File: config.mk
export PLATFORM = sky130hd
export DESIGN_NAME = quadrature_detent_decoder_accel_flat
export DESIGN_NICKNAME = d
export VERILOG_FILES = /design/src/rtl/core/qdd_pkg.sv /design/src/rtl/core/qdd_if.sv /design/src/rtl/core/qdd_cfg.sv /design/src/rtl/core/qdd_core.sv /design/src/rtl/core/quadrature_detent_decoder_accel.sv /design/src/flat_wrapper.sv
export SDC_FILE = /design/constraint.sdc
export NUM_CORES = 1
export LEC_CHECK = 0
export CORE_MARGIN = 3
export CORE_UTILIZATION = 60
export DETAILED_ROUTE_END_ITERATION = 10
export DONT_BUFFER_PORTS = 1
export GPL_TIMING_DRIVEN = 0
export PLACE_DENSITY = 0.76
export SLEW_MARGIN = 20
export SYNTH_ARGS = -nofsm -noshare
export SYNTH_HDL_FRONTEND = slang
export SYNTH_SLANG_ARGS = --single-unit
File: constraint.sdc
create_clock -name clk -period 8.2 [get_ports clk]
set_input_delay 1.64 -clock clk [delete_from_list [all_inputs] [get_ports clk]]
set_output_delay 1.64 -clock clk [all_outputs]
set_load 0.05 [all_outputs]
File: src/rtl/core/qdd_pkg.sv
// Shared types and constants for the quadrature detent decoder.
`timescale 1ns / 1ps

package qdd_pkg;

    localparam int POS_W    = 32;
    localparam int WIN_W    = 16;
    localparam int STEP_W   = 8;
    localparam int EVENT_W  = 2;
    localparam int INDEX_W  = 3;
    localparam int CFG_W    = 16;

    // Decoder phases: idle at 11, then the last level seen on the way round.
    localparam logic [1:0] PH_IDLE = 2'd0;
    localparam logic [1:0] PH_01   = 2'd1;
    localparam logic [1:0] PH_00   = 2'd2;
    localparam logic [1:0] PH_10   = 2'd3;

    // Result step event codes.
    localparam logic [EVENT_W-1:0] EV_NONE = 2'd0;
    localparam logic [EVENT_W-1:0] EV_UP   = 2'd1;
    localparam logic [EVENT_W-1:0] EV_DOWN = 2'd2;

    // Input command codes.
    localparam logic CMD_SAMPLE = 1'b0;
    localparam logic CMD_TICK   = 1'b1;

    // Configuration register indexes.
    localparam logic [INDEX_W-1:0] REG_WINDOW_RELOAD  = 3'd0;
    localparam logic [INDEX_W-1:0] REG_MID_THRESHOLD  = 3'd1;
    localparam logic [INDEX_W-1:0] REG_FAST_THRESHOLD = 3'd2;
    localparam logic [INDEX_W-1:0] REG_MID_STEP       = 3'd3;
    localparam logic [INDEX_W-1:0] REG_FAST_STEP      = 3'd4;

    // Reset values of the configuration registers.
    localparam logic [WIN_W-1:0]  RST_WINDOW_RELOAD  = 16'd1000;
    localparam logic [WIN_W-1:0]  RST_MID_THRESHOLD  = 16'd500;
    localparam logic [WIN_W-1:0]  RST_FAST_THRESHOLD = 16'd800;
    localparam logic [STEP_W-1:0] RST_MID_STEP       = 8'd2;
    localparam logic [STEP_W-1:0] RST_FAST_STEP      = 8'd4;

    typedef struct packed {
        logic [WIN_W-1:0]  window_reload;
        logic [WIN_W-1:0]  mid_threshold;
        logic [WIN_W-1:0]  fast_threshold;
        logic [STEP_W-1:0] mid_step;
        logic [STEP_W-1:0] fast_step;
    } cfg_t;

endpackage

File: src/rtl/core/qdd_if.sv
// Valid/ready channel interfaces for encoder items and decoder results.
`timescale 1ns / 1ps

interface qdd_in_if;
    logic valid;
    logic ready;
    logic command;
    logic level_a;
    logic level_b;

    modport source (output valid, output command, output level_a, output level_b,
                    input ready);
    modport sink   (input valid, input command, input level_a, input level_b,
                    output ready);
endinterface

interface qdd_out_if;
    logic                       valid;
    logic                       ready;
    logic [qdd_pkg::POS_W-1:0]   position;
    logic [qdd_pkg::EVENT_W-1:0] step_event;

    modport source (output valid, output position, output step_event, input ready);
    modport sink   (input valid, input position, input step_event, output ready);
endinterface

File: src/rtl/core/qdd_cfg.sv
// Configuration register file of the quadrature detent decoder.
`timescale 1ns / 1ps

module qdd_cfg (
    input  logic                        clk,
    input  logic                        rst_n,
    input  logic                        write_en,
    input  logic [qdd_pkg::INDEX_W-1:0] reg_index,
    input  logic [qdd_pkg::CFG_W-1:0]   write_data,
    output qdd_pkg::cfg_t               cfg
);
    import qdd_pkg::*;

    cfg_t cfg_reg;
    cfg_t cfg_next;

    always_comb
    begin
        cfg_next = cfg_reg;
        if (write_en)
        begin
            unique case (reg_index)
                REG_WINDOW_RELOAD:  cfg_next.window_reload  = write_data;
                REG_MID_THRESHOLD:  cfg_next.mid_threshold  = write_data;
                REG_FAST_THRESHOLD: cfg_next.fast_threshold = write_data;
                REG_MID_STEP:       cfg_next.mid_step       = write_data[STEP_W-1:0];
                REG_FAST_STEP:      cfg_next.fast_step      = write_data[STEP_W-1:0];
                default:            cfg_next = cfg_reg;
            endcase
        end
    end

    always_ff @(posedge clk or negedge rst_n)
    begin
        if (!rst_n)
        begin
            cfg_reg.window_reload  <= RST_WINDOW_RELOAD;
            cfg_reg.mid_threshold  <= RST_MID_THRESHOLD;
            cfg_reg.fast_threshold <= RST_FAST_THRESHOLD;
            cfg_reg.mid_step       <= RST_MID_STEP;
            cfg_reg.fast_step      <= RST_FAST_STEP;
        end
        else
        begin
            cfg_reg <= cfg_next;
        end
    end

    assign cfg = cfg_reg;

endmodule

File: src/rtl/core/qdd_core.sv
// Detent state machine, speed window and position counter with result register.
`timescale 1ns / 1ps

module qdd_core (
    input  logic                         clk,
    input  logic                         rst_n,
    input  qdd_pkg::cfg_t                cfg,
    input  logic                         accept,
    input  logic                         command,
    input  logic                         level_a,
    input  logic                         level_b,
    output logic [qdd_pkg::POS_W-1:0]    position,
    output logic [qdd_pkg::EVENT_W-1:0]  step_event
);
    import qdd_pkg::*;

    logic [1:0]         phase_reg,    phase_next;
    logic [WIN_W-1:0]   window_reg,   window_next;
    logic [POS_W-1:0]   position_reg, position_next;
    logic [EVENT_W-1:0] event_reg,    event_next;
    logic [1:0]         levels;
    logic [STEP_W-1:0]  step;

    assign levels = {level_a, level_b};

    // Speed-dependent step size; the fast test has priority.
    always_comb
    begin
        if (window_reg >= cfg.fast_threshold)
            step = cfg.fast_step;
        else if (window_reg >= cfg.mid_threshold)
            step = cfg.mid_step;
        else
            step = STEP_W'(1);
    end

    always_comb
    begin
        phase_next    = phase_reg;
        window_next   = window_reg;
        position_next = position_reg;
        event_next    = EV_NONE;
        if (command == CMD_TICK)
        begin
            if (window_reg != '0)
                window_next = window_reg - WIN_W'(1);
        end
        else
        begin
            unique case (phase_reg)
                PH_IDLE:
                begin
                    window_next = cfg.window_reload;
                    if (levels == 2'b01)
                        phase_next = PH_01;
                    else if (levels == 2'b10)
                        phase_next = PH_10;
                end
                PH_01:
                begin
                    if (levels == 2'b00)
                        phase_next = PH_00;
                    else if (levels == 2'b11)
                    begin
                        phase_next    = PH_IDLE;
                        position_next = position_reg + POS_W'(step);
                        event_next    = EV_UP;
                    end
                end
                PH_00:
                begin
                    if (levels == 2'b10)
                        phase_next = PH_10;
                    else if (levels == 2'b01)
                        phase_next = PH_01;
                end
                PH_10:
                begin
                    if (levels == 2'b11)
                    begin
                        phase_next    = PH_IDLE;
                        position_next = position_reg - POS_W'(step);
                        event_next    = EV_DOWN;
                    end
                    else if (levels == 2'b00)
                        phase_next = PH_00;
                end
                default:
                begin
                    phase_next = PH_IDLE;
                end
            endcase
        end
    end

    always_ff @(posedge clk or negedge rst_n)
    begin
        if (!rst_n)
        begin
            phase_reg    <= PH_IDLE;
            window_reg   <= '0;
            position_reg <= '0;
            event_reg    <= EV_NONE;
        end
        else if (accept)
        begin
            phase_reg    <= phase_next;
            window_reg   <= window_next;
            position_reg <= position_next;
            event_reg    <= event_next;
        end
    end

    assign position   = position_reg;
    assign step_event = event_reg;

endmodule

File: src/rtl/core/quadrature_detent_decoder_accel.sv
// Top level of the quadrature rotary encoder detent decoder with acceleration.
`timescale 1ns / 1ps

// Each transfer on the items channel is either a sample of the encoder's A/B
// levels (command 0) or one timer tick (command 1), and it produces exactly one
// transfer on the results channel carrying the position count after that item
// and a step event (none, up or down). A detent is counted when the levels
// return to 11, coming from 01 (up) or from 10 (down). While the decoder rests
// at 11, every sample reloads a speed window from window_reload; timer ticks
// count that window down to zero. On a completed detent the remaining window
// selects fast_step, mid_step or a step of one, and the 32-bit position wraps.
// The decoder state and the result register update at the edge at which the
// item transfers, so the result is offered on the next cycle and a new item
// is taken every cycle as long as the result side keeps up. The single result
// register is the only buffering, so items stall only while an unread result
// is held. Configuration registers are written through
// write_en/reg_index/write_data and should change only while the block is
// idle; writes to unknown indexes are dropped.

module quadrature_detent_decoder_accel (
    input  logic                        clk,
    input  logic                        rst_n,
    qdd_in_if.sink                      items,
    qdd_out_if.source                   results,
    input  logic                        write_en,
    input  logic [qdd_pkg::INDEX_W-1:0] reg_index,
    input  logic [qdd_pkg::CFG_W-1:0]   write_data
);
    import qdd_pkg::*;

    cfg_t cfg;
    logic accept;
    logic out_valid_reg;
    logic out_valid_next;

    qdd_cfg u_cfg (
        .clk        (clk),
        .rst_n      (rst_n),
        .write_en   (write_en),
        .reg_index  (reg_index),
        .write_data (write_data),
        .cfg        (cfg)
    );

    // An item is taken whenever the result register is empty or its
    // contents are being transferred out in this same cycle.
    assign items.ready = !out_valid_reg || results.ready;
    assign accept      = items.valid && items.ready;

    qdd_core u_core (
        .clk        (clk),
        .rst_n      (rst_n),
        .cfg        (cfg),
        .accept     (accept),
        .command    (items.command),
        .level_a    (items.level_a),
        .level_b    (items.level_b),
        .position   (results.position),
        .step_event (results.step_event)
    );

    always_comb
    begin
        out_valid_next = out_valid_reg;
        if (accept)
            out_valid_next = 1'b1;
        else if (results.ready)
            out_valid_next = 1'b0;
    end

    always_ff @(posedge clk or negedge rst_n)
    begin
        if (!rst_n)
            out_valid_reg <= 1'b0;
        else
            out_valid_reg <= out_valid_next;
    end

    assign results.valid = out_valid_reg;

endmodule

File: src/flat_wrapper.sv
// flat-port wrapper written by rule: the top's interface ports become plain ports
module quadrature_detent_decoder_accel_flat import qdd_pkg::*;
  (clk, rst_n, write_en, reg_index, write_data, items_valid, items_command, items_level_a, items_level_b, items_ready, results_valid, results_position, results_step_event, results_ready);
  qdd_in_if items_i ();
  qdd_out_if results_i ();
  input  logic clk;
  input  logic rst_n;
  input  logic write_en;
  input  logic [qdd_pkg::INDEX_W-1:0] reg_index;
  input  logic [qdd_pkg::CFG_W-1:0] write_data;
  input wire logic [$bits(items_i.valid)-1:0] items_valid;
  input wire logic [$bits(items_i.command)-1:0] items_command;
  input wire logic [$bits(items_i.level_a)-1:0] items_level_a;
  input wire logic [$bits(items_i.level_b)-1:0] items_level_b;
  output wire logic [$bits(items_i.ready)-1:0] items_ready;
  output wire logic [$bits(results_i.valid)-1:0] results_valid;
  output wire logic [$bits(results_i.position)-1:0] results_position;
  output wire logic [$bits(results_i.step_event)-1:0] results_step_event;
  input wire logic [$bits(results_i.ready)-1:0] results_ready;
  assign items_i.valid = items_valid;
  assign items_i.command = items_command;
  assign items_i.level_a = items_level_a;
  assign items_i.level_b = items_level_b;
  assign items_ready = items_i.ready;
  assign results_valid = results_i.valid;
  assign results_position = results_i.position;
  assign results_step_event = results_i.step_event;
  assign results_i.ready = results_ready;
  quadrature_detent_decoder_accel u_core (.clk(clk), .rst_n(rst_n), .items(items_i), .results(results_i), .write_en(write_en), .reg_index(reg_index), .write_data(write_data));
endmodule
==> metrics.cfg, run 1 <==
[floorplan]
initial_utilization_pct = 62.10
die_w_um = 118.0
core-area_sq_um = 12110
pin_count = 63
die_h_um = 118.0
num_rows = 40
die_area_sq_um = 13910

[global_route]
grt_pass1_vias = 6436
overflow = 0
grt_pass1_wl_um = 32170
groute.usage.overall_pct = 28.85
antenna_found_initial = 0
grt_max_degree = 118

[yosys]
syn_area_sq_um = 7521
ys_types = 63
synthArstFlopShare_pct = 100.0
ys_seq_elements = 117
yosysTopAreaCell = dfrtp_1
synth_top_area_share_pct = 33.27
synth_area_per_cell_sq_um = 9.029
synth_fp_nets = 931
yosysMostFrequentCell = o21ai_0
synthCells = 833
synthFlopType = dfrtp_1
yosys_warnings = 0
ys_seq_area_share_pct = 39.21
ys_top_cells_by_area = dfrtp_1 33%, ha_1 12%, o21ai_0 7.1%
synth_commonest_cells = 107 x o21ai_0, 100 x dfrtp_1, 91 x nand2_1
synth_edf_count = 0

[pwr]
p_seq_share_pct = 33.1
p_int_w = 0.001872
total_power_w = 0.003256
p_sw_w = 0.001384
p_leak_nw = 3.788
cellPowerDensity_nw_per_um2 = 387.9
comb_power_share_pct = 41.6
vdd_drop_max_v = 0.0001908
switching_share_pct = 42.50
clkPwrFrac_pct = 25.3

[cts]
cts-hold-fix-buffers = 0
cts_resized = 0
clockBufferDepth = 2
numCtsBuffers = 17
cts_sinks = 117
cts_max_level = 4
cts_setup_buffers = 0
path_clk_slew_ns = 0.05
clock_latency_ns = 0.42
cts_tree = yes
root_buffer = clkbuf_16

[timing]
setup_viol = 0
finalHoldViolCount = 0
rsz0062_at_grt = false
slew_violations = 0
skew_ns = 0.007331
fmax_ghz = 0.1641
whs_ns = 0.5092
layout_min_cycle_time_ns = 6.096
worstMarginPinSlew_ns = 0.7261
max_slew_margin_pct = 51.08
fin_setup_tns_ns = 0
fin_crit_sh_pct = 74.34

[final_layout]
postLayoutCoreUtil_pct = 69.31
area_delta_synth_final_pct = 11.61
final_nets = 951
drive_gt1_share_pct = 11.66
fillers = 963
largest_register_ffs = 64
fin_area_sq_um = 8394
diodes = 0

[critical_path]
path_buf_inv = 4
start_kind = register
crit_required_ns = 8.54
cp_cell_sequence = ha_1 > a211oi_1 > o21ai_0 > a21oi_1 > o21ai_0 > a221oi_1 > buf_2 > clkbuf_1 > a21oi_1 > inv_1 > ha_1 > inv_1 > o21ai_0 > ha_1 > a21oi_1 > o21ai_0 > or2_2 > o21ai_1 > a211oi_1 > or3_1 > a21oi_1 > xor2_1
slowest_stage = o21ai_0
cpPeakStageDelay_ns = 0.57
cp.arrival_ns = 6.43
critPathCaptureType = register
path_class = reg -> reg
critPathTopFamily = compound AO/OA/AOI/OAI gates
crit_path_max_fanout = 10

[min_path]
hold_class = reg -> reg

[place]
numPortBuffers = 0
place_congestion = 0.9793
dp_hpwl_um = 14110
dpl_cell_area_sq_um = 7736

[detailed_routing]
ant_nets = 0
drc_errors = 0
num_vias = 6435
wire_per_inst_um = 18.76
drt_wl_total_um = 19400
viasPerCell = 6.223
drtPass1Iterations = 5
initialDrtViolationCount = 529

[outcome]
status = complete, no violations

[flow_run]
drv_cap = 0

-- worst min-delay path, delay by kind of cell, from the launching register on --
family,cells,cell delay (ns)
buf+inv,1,0.06
flops,1,0.36
compound gates,1,0.08
-- through the flow --
step | cells | setup WS (ns)
floorplan | 833 | 3.239
global placement | 1001 | 1.414
detailed placement | 1002 | 1.944
CTS | 1034 | 1.900
global route | 1034 | 1.792
finish | 1034 | 2.104
-- path summary, 6_finish.rpt --
check,from,cells past startpoint,end,slack [ns]
setup / recovery,u_core.u_core.window_reg[2]$_DFFE_PN0P_,22,u_core.u_core.position[31]$_DFFE_PN0P_,2.10
hold / removal,u_core.u_cfg.cfg[21]$_DFFE_PN1P_,2,u_core.u_cfg.cfg[21]$_DFFE_PN1P_,0.51
setup reg to reg,u_core.u_core.window_reg[2]$_DFFE_PN0P_,22,u_core.u_core.position[31]$_DFFE_PN0P_,2.10
hold reg to reg,u_core.u_cfg.cfg[21]$_DFFE_PN1P_,2,u_core.u_cfg.cfg[21]$_DFFE_PN1P_,0.51
max in group asynchronous,rst_n,0,u_core.u_cfg.cfg[38]$_DFFE_PN1P_,7.06
min in group asynchronous,rst_n,0,u_core.u_core.position[4]$_DFFE_PN0P_,0.91
-- per-layer routing --
metal  track usage, %  up-vias  routed length [um]
li1                 -     3043                   -
met1            34.25     3074                7812
met2            50.45      266                9843
met3            6.487       52                1183
met4            12.01        0                 562
met5                0        -                   0
-- power by group through the flow --
stage	Combinational (W)	Sequential (W)	Clock [W]
3_5_place_dp	0.00133	0.00108	0
6_report	0.00135	0.00108	0.000825
3_3_place_gp	0.00127	0.00107	0
5_1_grt	0.00152	0.00110	0.000865
2_1_floorplan	0.00106	0.00102	0
4_1_cts	0.00134	0.00107	0.000833
-- kinds of logic after synthesis --
family	synth area share, %
AO/OA/AOI/OAI	19.98
XOR/XNOR	3.610
adder cells (fa/ha/maj)	11.91
buffers and inverters	4.375
flip-flops	39.21
multiplexers	5.773
AND/OR/NAND/NOR	15.14
-- final cells by class --
cell class / instances / area (sq um) / area share, %
buffer: 29 / 115.1 / 1.371
clock buffer: 23 / 478.0 / 5.694
clock inverter: 9 / 175.2 / 2.087
inverter: 57 / 214.0 / 2.549
multi-input combinational: 630 / 4248 / 50.60
sequential: 117 / 2949 / 35.13
tap: 168 / 210.2 / 2.504
timing repair buffer: 1 / 5.005 / 0.05962
-- cells in the final DEF (no fill, tap or decap), types with 11 or more instances in the layout --
cell,count
o22ai_1,14
clkbuf_16,17
a31oi_1,11
nor2_1,42
a21o_1,13
dfstp_2,17
dfrtp_1,100
nand3_1,22
inv_1,57
xor2_1,14
clkbuf_1,25
mux2_2,35
o21ai_0,106
ha_1,70
nand2_1,91
xnor2_1,17
nor3_1,14
a21oi_1,58
Power figures use the tool's default switching activity.
==> run 2, diff against run 1 <==
- CORE_UTILIZATION: 60 -> 58
- clock period: 8.2 -> 5 ns (I/O delays scaled with it)
==> metrics.cfg, run 2 (same netlist as run 1, synthesis figures left out) <==
[timing]
fin_crit_sh_pct = 98.31  ; was 74.34%
max_slew_margin_pct = 53.22  ; was 51.08%
finalHoldViolCount = 0  ; unchanged
skew_ns = 0.01135  ; was 0.007331 ns
setup_viol = 0  ; unchanged
worstMarginPinSlew_ns = 0.7017  ; was 0.7261 ns
rsz0062_at_grt = true  ; was false
slew_violations = 0  ; unchanged
fmax_ghz = 0.2034  ; was 0.1641 GHz
layout_min_cycle_time_ns = 4.915  ; was 6.096 ns

[pwr]
p_leak_nw = 3.868  ; was 3.788 nW
cellPowerDensity_nw_per_um2 = 644.8  ; was 387.9 nW/um^2
total_power_w = 0.005679  ; was 0.003256 W
vdd_drop_max_v = 0.0003380  ; was 0.0001908 V

[cts]
cts_max_level = 4  ; unchanged
cts_sinks = 117  ; unchanged
numCtsBuffers = 17  ; unchanged
clockBufferDepth = 2  ; unchanged
clock_latency_ns = 0.42  ; about the same
path_clk_slew_ns = 0.06  ; was 0.05 ns
root_buffer = clkbuf_16  ; unchanged
cts_tree = yes  ; unchanged
cts-hold-fix-buffers = 0  ; unchanged

[global_route]
grt_use_met3_pct = 8.294  ; was 6.487%
grt.busiest_layer = met2  ; unchanged
overflow = 0  ; unchanged
groute.usage.overall_pct = 28.27  ; was 28.85%
grtUsageMet2_pct = 48.09  ; was 50.45%
grt_pass1_wl_um = 32270  ; was 32,170 um
antenna_found_initial = 0  ; unchanged
grt_pass1_vias = 6555  ; was 6,436
grt_max_degree = 118  ; unchanged
use_met1_pct = 33.18  ; was 34.25%

[floorplan]
num_rows = 40  ; unchanged
initial_utilization_pct = 60.84  ; was 62.10%
die_w_um = 119.9  ; was 118.0 um
die_h_um = 119.9  ; was 118.0 um
die_area_sq_um = 14370  ; was 13,910 sq um
core-area_sq_um = 12360  ; was 12,110 sq um
pin_count = 63  ; unchanged

[critical_path]
path_buf_inv = 3  ; was 4
start_kind = register  ; unchanged
crit_path_max_fanout = 7  ; was 10
path_class = reg -> reg  ; unchanged
cp_cell_sequence = buf_4 > ha_1 > or2_2 > a21oi_2 > or3_4 > nand3_1 > a21o_1 > and2_4 > a21oi_2 > inv_1 > ha_2 > inv_2 > o21ai_2 > ha_1 > nand4_1 > nor2_2 > a31oi_2 > a311oi_1 > a211o_1 > o21ai_0 > a221oi_1 > o21ai_0  ; was ha_1 > a211oi_1 > o21ai_0 > a21oi_1 > o21ai_0 > a221oi_1 > buf_2 > clkbuf_1 > a21oi_1 > inv_1 > ha_1 > inv_1 > o21ai_0 > ha_1 > a21oi_1 > o21ai_0 > or2_2 > o21ai_1 > a211oi_1 > or3_1 > a21oi_1 > xor2_1
cp.arrival_ns = 5.19  ; was 6.43 ns
cpPeakStageDelay_ns = 0.45  ; was 0.57 ns
critPathCaptureType = register  ; unchanged
crit_required_ns = 5.28  ; was 8.54 ns
slowest_stage = ha_1  ; was o21ai_0
critPathTopFamily = compound AO/OA/AOI/OAI gates  ; unchanged

[detailed_routing]
wire_per_inst_um = 19.17  ; was 18.76 um
drt_wl_total_um = 20090  ; was 19,400 um
num_vias = 6576  ; was 6,435
ant_nets = 0  ; unchanged
drtPass1Iterations = 7  ; was 5
initialDrtViolationCount = 596  ; was 529
drc_errors = 0  ; unchanged
viasPerCell = 6.275  ; was 6.223

[place]
numPortBuffers = 0  ; unchanged
placed_cells = 1001  ; was 1,002
dp_hpwl_um = 13880  ; was 14,110 um
place_congestion = 1.008  ; was 0.9793

[final_layout]
final_common_cell = dfrtp_1  ; was o21ai_0
area_delta_synth_final_pct = 17.12  ; was 11.61%
diodes = 0  ; unchanged
final_cell_count_no_fill = 1048  ; was 1,034
drive_gt1_share_pct = 21.14  ; was 11.66%
postLayoutCoreUtil_pct = 71.26  ; was 69.31%
final_cell_mix = 98 x dfrtp_1, 90 x o21ai_0, 90 x nand2_1  ; was 106 x o21ai_0, 100 x dfrtp_1, 91 x nand2_1
largest_register_ffs = 64  ; unchanged
final_nets = 965  ; was 951

[outcome]
status = complete, no violations  ; unchanged

[flow_run]
drv_cap = 0  ; unchanged

[min_path]
hold_class = in -> async  ; was reg -> reg

[run 2: what timing repair did]
action | CTS | global route
pin swaps | 8 | 24
endpoints found under the setup margin | 27 | 15
gates resized for setup | 40 | 67
setup buffers | 10 | 6
[run 2: metrics by stage]
stage	setup TNS, ns	area (sq um)	setup slack, ns	hold WS, ns
after floorplan	0	7521	0.03932	0.4794
after global placement	-28.56	7731	-1.788	0.4925
after detailed placement	-23.48	7731	-1.547	0.4943
after CTS	0	8511	0.02074	0.2590
after global routing	-0.2971	8808	-0.06872	0.2507
final	0	8808	0.08461	0.2709
[run 2: metal layers]
layer | routed length, um | share of wire (%) | vias up
met5 | 0 | 0 | -
met4 | 667 | 3.3 | 0
li1 | - | - | 3064
met3 | 1483 | 7.4 | 56
met1 | 8036 | 40 | 3180
met2 | 9902 | 49 | 276
[run 2: final cells by class]
class,count,area (sq um)
clock buffer,19,452.9
multi-input combinational,630,4591
fill,953,3553
buffer,28,135.1
sequential,117,2952
inverter,57,214.0
timing repair buffer,16,131.4
clock inverter,13,122.6
tap,168,210.2
[run 2: path summary, 6_finish.rpt]
| path | to | slack, ns | cells after the start | start |
|---|---|---|---|---|
| worst max-delay path | u_core.u_core.position[28]$_DFFE_PN0P_ | 0.08 | 22 | u_core.u_core.window_reg[2]$_DFFE_PN0P_ |
| worst min-delay path | u_core.u_core.position[10]$_DFFE_PN0P_ | 0.27 | 0 | rst_n |
| worst max register to register | u_core.u_core.position[28]$_DFFE_PN0P_ | 0.08 | 22 | u_core.u_core.window_reg[2]$_DFFE_PN0P_ |
| worst min register to register | u_core.u_cfg.cfg[8]$_DFFE_PN0P_ | 0.51 | 1 | u_core.u_cfg.cfg[8]$_DFFE_PN0P_ |
| max in group asynchronous | u_core.u_cfg.cfg[25]$_DFFE_PN1P_ | 4.48 | 0 | rst_n |
| min in group clk | u_core.u_cfg.cfg[8]$_DFFE_PN0P_ | 0.51 | 1 | u_core.u_cfg.cfg[8]$_DFFE_PN0P_ |
[run 2: report_power, final]
group	internal [W]	switching, W	leakage (nW)
clock network	0.000713	0.000472	0.272
logic	0.00122	0.00152	2.15
registers	0.00121	0.000553	1.45
total	0.00314	0.00254	3.87
==> run 3, diff against run 2 <==
- CORE_UTILIZATION: 58 -> 59
- PLACE_DENSITY: 0.76 -> 0.78
- RECOVER_POWER: default -> 100
- SYNTH_HIERARCHICAL: default -> 1
==> metrics.cfg, run 3 <==
[critical_path]
path_depth = 20  ; was 22
worstRegToRegCells = 20  ; was 22
crit_path_max_fanout = 7  ; unchanged
path_class = reg -> reg  ; unchanged
path_buf_inv = 3  ; unchanged
cp_cell_sequence = inv_1 > ha_1 > a21o_1 > a31oi_2 > o211ai_1 > o21ai_2 > buf_4 > a21o_1 > a31oi_4 > buf_4 > o21ai_1 > ha_1 > a21oi_1 > o21ai_2 > and3_4 > a2111oi_4 > a21oi_4 > o31a_1 > o21a_1 > o31ai_1  ; was buf_4 > ha_1 > or2_2 > a21oi_2 > or3_4 > nand3_1 > a21o_1 > and2_4 > a21oi_2 > inv_1 > ha_2 > inv_2 > o21ai_2 > ha_1 > nand4_1 > nor2_2 > a31oi_2 > a311oi_1 > a211o_1 > o21ai_0 > a221oi_1 > o21ai_0
slowest_stage = a2111oi_4  ; was ha_1
crit_required_ns = 5.31  ; was 5.28 ns
cp.arrival_ns = 5.59  ; was 5.19 ns
cpPeakStageDelay_ns = 0.47  ; was 0.45 ns
critPathTopFamily = compound AO/OA/AOI/OAI gates  ; unchanged
critPathCaptureType = register  ; unchanged
start_kind = register  ; unchanged

[timing]
worstMarginPinSlew_ns = 1.607  ; was 0.7017 ns
layout_setup_ws_ns = -0.2810  ; was 0.08461 ns
fmax_ghz = 0.1894  ; was 0.2034 GHz
layout_min_cycle_time_ns = 5.281  ; was 4.915 ns
max_slew_margin_pct = -8.612  ; was 53.22%
rsz0062_at_grt = true  ; unchanged
skew_ns = 0.01189  ; was 0.01135 ns
slew_violations = 8  ; was 0
finalHoldViolCount = 0  ; unchanged
fin_crit_sh_pct = 105.6  ; was 98.31%
setup_viol = 14  ; was 0

[final_layout]
diodes = 0  ; unchanged
drive_gt1_share_pct = 33.22  ; was 21.14%
final_common_cell = dfrtp_1  ; unchanged
postLayoutCoreUtil_pct = 77.28  ; was 71.26%
largest_register_ffs = 64  ; unchanged
final_nets = 967  ; was 965
area_delta_synth_final_pct = 27.17  ; was 17.12%
final_cell_mix = 97 x dfrtp_1, 66 x mux2_2, 57 x nand2_1  ; was 98 x dfrtp_1, 90 x o21ai_0, 90 x nand2_1

[outcome]
status = finished with violations  ; was complete, no violations
violations = capacitance limit, slew limit, setup timing

[yosys]
synth_area_per_cell_sq_um = 9.809  ; was 9.029 sq um
synth_fp_nets = 883  ; was 931
synthCells = 785  ; was 833
syn_area_sq_um = 7700  ; was 7521 sq um
synth_edf_count = 0  ; unchanged
yosys_warnings = 6  ; was 0
yosysMostFrequentCell = dfrtp_1  ; was o21ai_0
synth_top_area_share_pct = 32.50  ; was 33.27%
ys_top_cells_by_area = dfrtp_1 32%, ha_1 11%, mux2_2 9.8%  ; was dfrtp_1 33%, ha_1 12%, o21ai_0 7.1%
synthArstFlopShare_pct = 100.0  ; unchanged
synthFlopType = dfrtp_1  ; unchanged
ys_seq_elements = 117  ; unchanged
ys_seq_area_share_pct = 38.30  ; was 39.21%
ys_types = 68  ; was 63
yosysTopAreaCell = dfrtp_1  ; unchanged
synth_commonest_cells = 100 x dfrtp_1, 70 x ha_1, 67 x mux2_2  ; was 107 x o21ai_0, 100 x dfrtp_1, 91 x nand2_1

[cts]
clockBufferDepth = 2  ; unchanged
root_buffer = clkbuf_16  ; unchanged
numCtsBuffers = 17  ; unchanged
path_clk_slew_ns = 0.06  ; about the same
cts-hold-fix-buffers = 0  ; unchanged
cts_sinks = 117  ; unchanged
clock_latency_ns = 0.42  ; about the same
cts_tree = yes  ; unchanged
cts_max_level = 4  ; unchanged

[detailed_routing]
drt_wl_total_um = 24070  ; was 20,090 um
wire_per_inst_um = 22.84  ; was 19.17 um
drtPass1Iterations = 8  ; was 7
drc_errors = 0  ; unchanged
num_vias = 7083  ; was 6,576
viasPerCell = 6.720  ; was 6.275
initialDrtViolationCount = 836  ; was 596
ant_nets = 0  ; unchanged

[global_route]
antenna_found_initial = 0  ; unchanged
overflow = 0  ; unchanged
grt_pass1_vias = 6581  ; was 6,555
grt_pass1_wl_um = 33350  ; was 32,270 um
grt_max_degree = 118  ; unchanged
groute.usage.overall_pct = 29.11  ; was 28.27%

[floorplan]
initial_utilization_pct = 60.77  ; was 60.84%
num_rows = 41  ; was 40
core-area_sq_um = 12670  ; was 12,360 sq um
die_area_sq_um = 14460  ; was 14,370 sq um
pin_count = 63  ; unchanged
die_w_um = 120.2  ; was 119.9 um
die_h_um = 120.2  ; was 119.9 um

[place]
dp_hpwl_um = 13780  ; was 13,880 um
place_congestion = 0.9499  ; was 1.008
numPortBuffers = 0  ; unchanged

[flow_run]
drv_cap = 1  ; was 0

[min_path]
hold_class = in -> async  ; unchanged

-- run 3: cell count changes in the layout (fill, tap and decap cells not counted), moves of 7 or more --
cell      previous run  this run
buf_6                5        15
nor3b_1              5        17
inv_1               54        37
nor2_1              40        20
o21ai_0             90        44
xnor2_1             17         9
clkbuf_1            19        26
ha_1                63        53
buf_4               13        53
mux2_2              35        66
or3_1                7         0
ha_4                 6        14
nand2_1             90        57
-- run 3: final cells by class --
cell class | instances | area, sq um
multi-input combinational | 593 | 5129
sequential | 117 | 2953
fill | 762 | 2879
clock buffer | 27 | 578.1
timing repair buffer | 68 | 575.6
tap | 172 | 215.2
inverter | 45 | 168.9
buffer | 27 | 120.1
clock inverter | 5 | 52.55
-- run 3: final timing paths --
kind	start	end	slack, ns
max in group asynchronous	rst_n	u_core/u_cfg/cfg[24]$_DFFE_PN1P_	4.46
setup reg to reg	u_core/u_cfg/cfg[18]$_DFFE_PN0P_	u_core/u_core/position[26]$_DFFE_PN0P_	-0.28
min in group clk	u_core/u_cfg/cfg[41]$_DFFE_PN0P_	u_core/u_cfg/cfg[41]$_DFFE_PN0P_	0.51
hold reg to reg	u_core/u_cfg/cfg[41]$_DFFE_PN0P_	u_core/u_cfg/cfg[41]$_DFFE_PN0P_	0.51
hold / removal	rst_n	u_core/u_core/position[11]$_DFFE_PN0P_	0.27
setup / recovery	u_core/u_cfg/cfg[18]$_DFFE_PN0P_	u_core/u_core/position[26]$_DFFE_PN0P_	-0.28
-- run 3: worst reg2reg max path, stage by stage, from the launching register on --
cell       delay, ns
dfrtp_1         0.39
inv_1           0.06
ha_1            0.32
a21o_1          0.20
a31oi_2         0.18
o211ai_1        0.14
o21ai_2         0.22
buf_4           0.14
a21o_1          0.35
a31oi_4         0.21
buf_4           0.19
o21ai_1         0.40
ha_1            0.43
a21oi_1         0.29
o21ai_2         0.13
and3_4          0.18
a2111oi_4       0.47
a21oi_4         0.16
o31a_1          0.35
o21a_1          0.17
o31ai_1         0.20
-- run 3: per-layer routing --
metal / wire (um) / vias to the layer above / track usage, %
met1: 9404 / 3457 / 38.19
met5: 0 / - / 0
li1: - / 3077 / -
met4: 1221 / 0 / 11.47
met2: 11470 / 433 / 46.12
met3: 1972 / 116 / 7.951
-- run 3: what timing repair did --
item / in CTS / in global routing
endpoints found under the setup margin: 20 / 22
pin swaps: 33 / 60
resized for setup: 62 / 95
setup buffers: 37 / 33
cloned: 0 / 0
-- run 3: metrics by stage --
step | setup slack (ns) | setup TNS, ns | area [sq um] | hold WS [ns] | std cells
6_report | -0.2810 | -1.784 | 9792 | 0.2743 | 1054
3_3_place_gp | -0.7429 | -6.810 | 7970 | 0.4908 | 957
5_1_grt | -0.4039 | -3.990 | 9792 | 0.2564 | 1054
2_1_floorplan | 0.01934 | 0 | 7755 | 0.4802 | 785
4_1_cts | -0.2151 | -0.9232 | 9138 | 0.2644 | 1023
3_5_place_dp | -0.8281 | -8.664 | 7970 | 0.4967 | 957
-- run 3: logic make-up (layout without fill, tap and decap cells) --
kind of cell	Yosys count	after routing	synth area share, %
compound gates	213	213	17.60
simple gates	213	213	15.01
flops	117	117	38.30
buf+inv	75	172	4.290
fa+ha+maj	71	71	11.63
mux	71	71	10.32
xor+xnor	25	25	2.844
Power of run 3 is left out: the tool's default activity adds up to more than one toggle a clock period on the data nets, which glitch-free logic cannot reach.
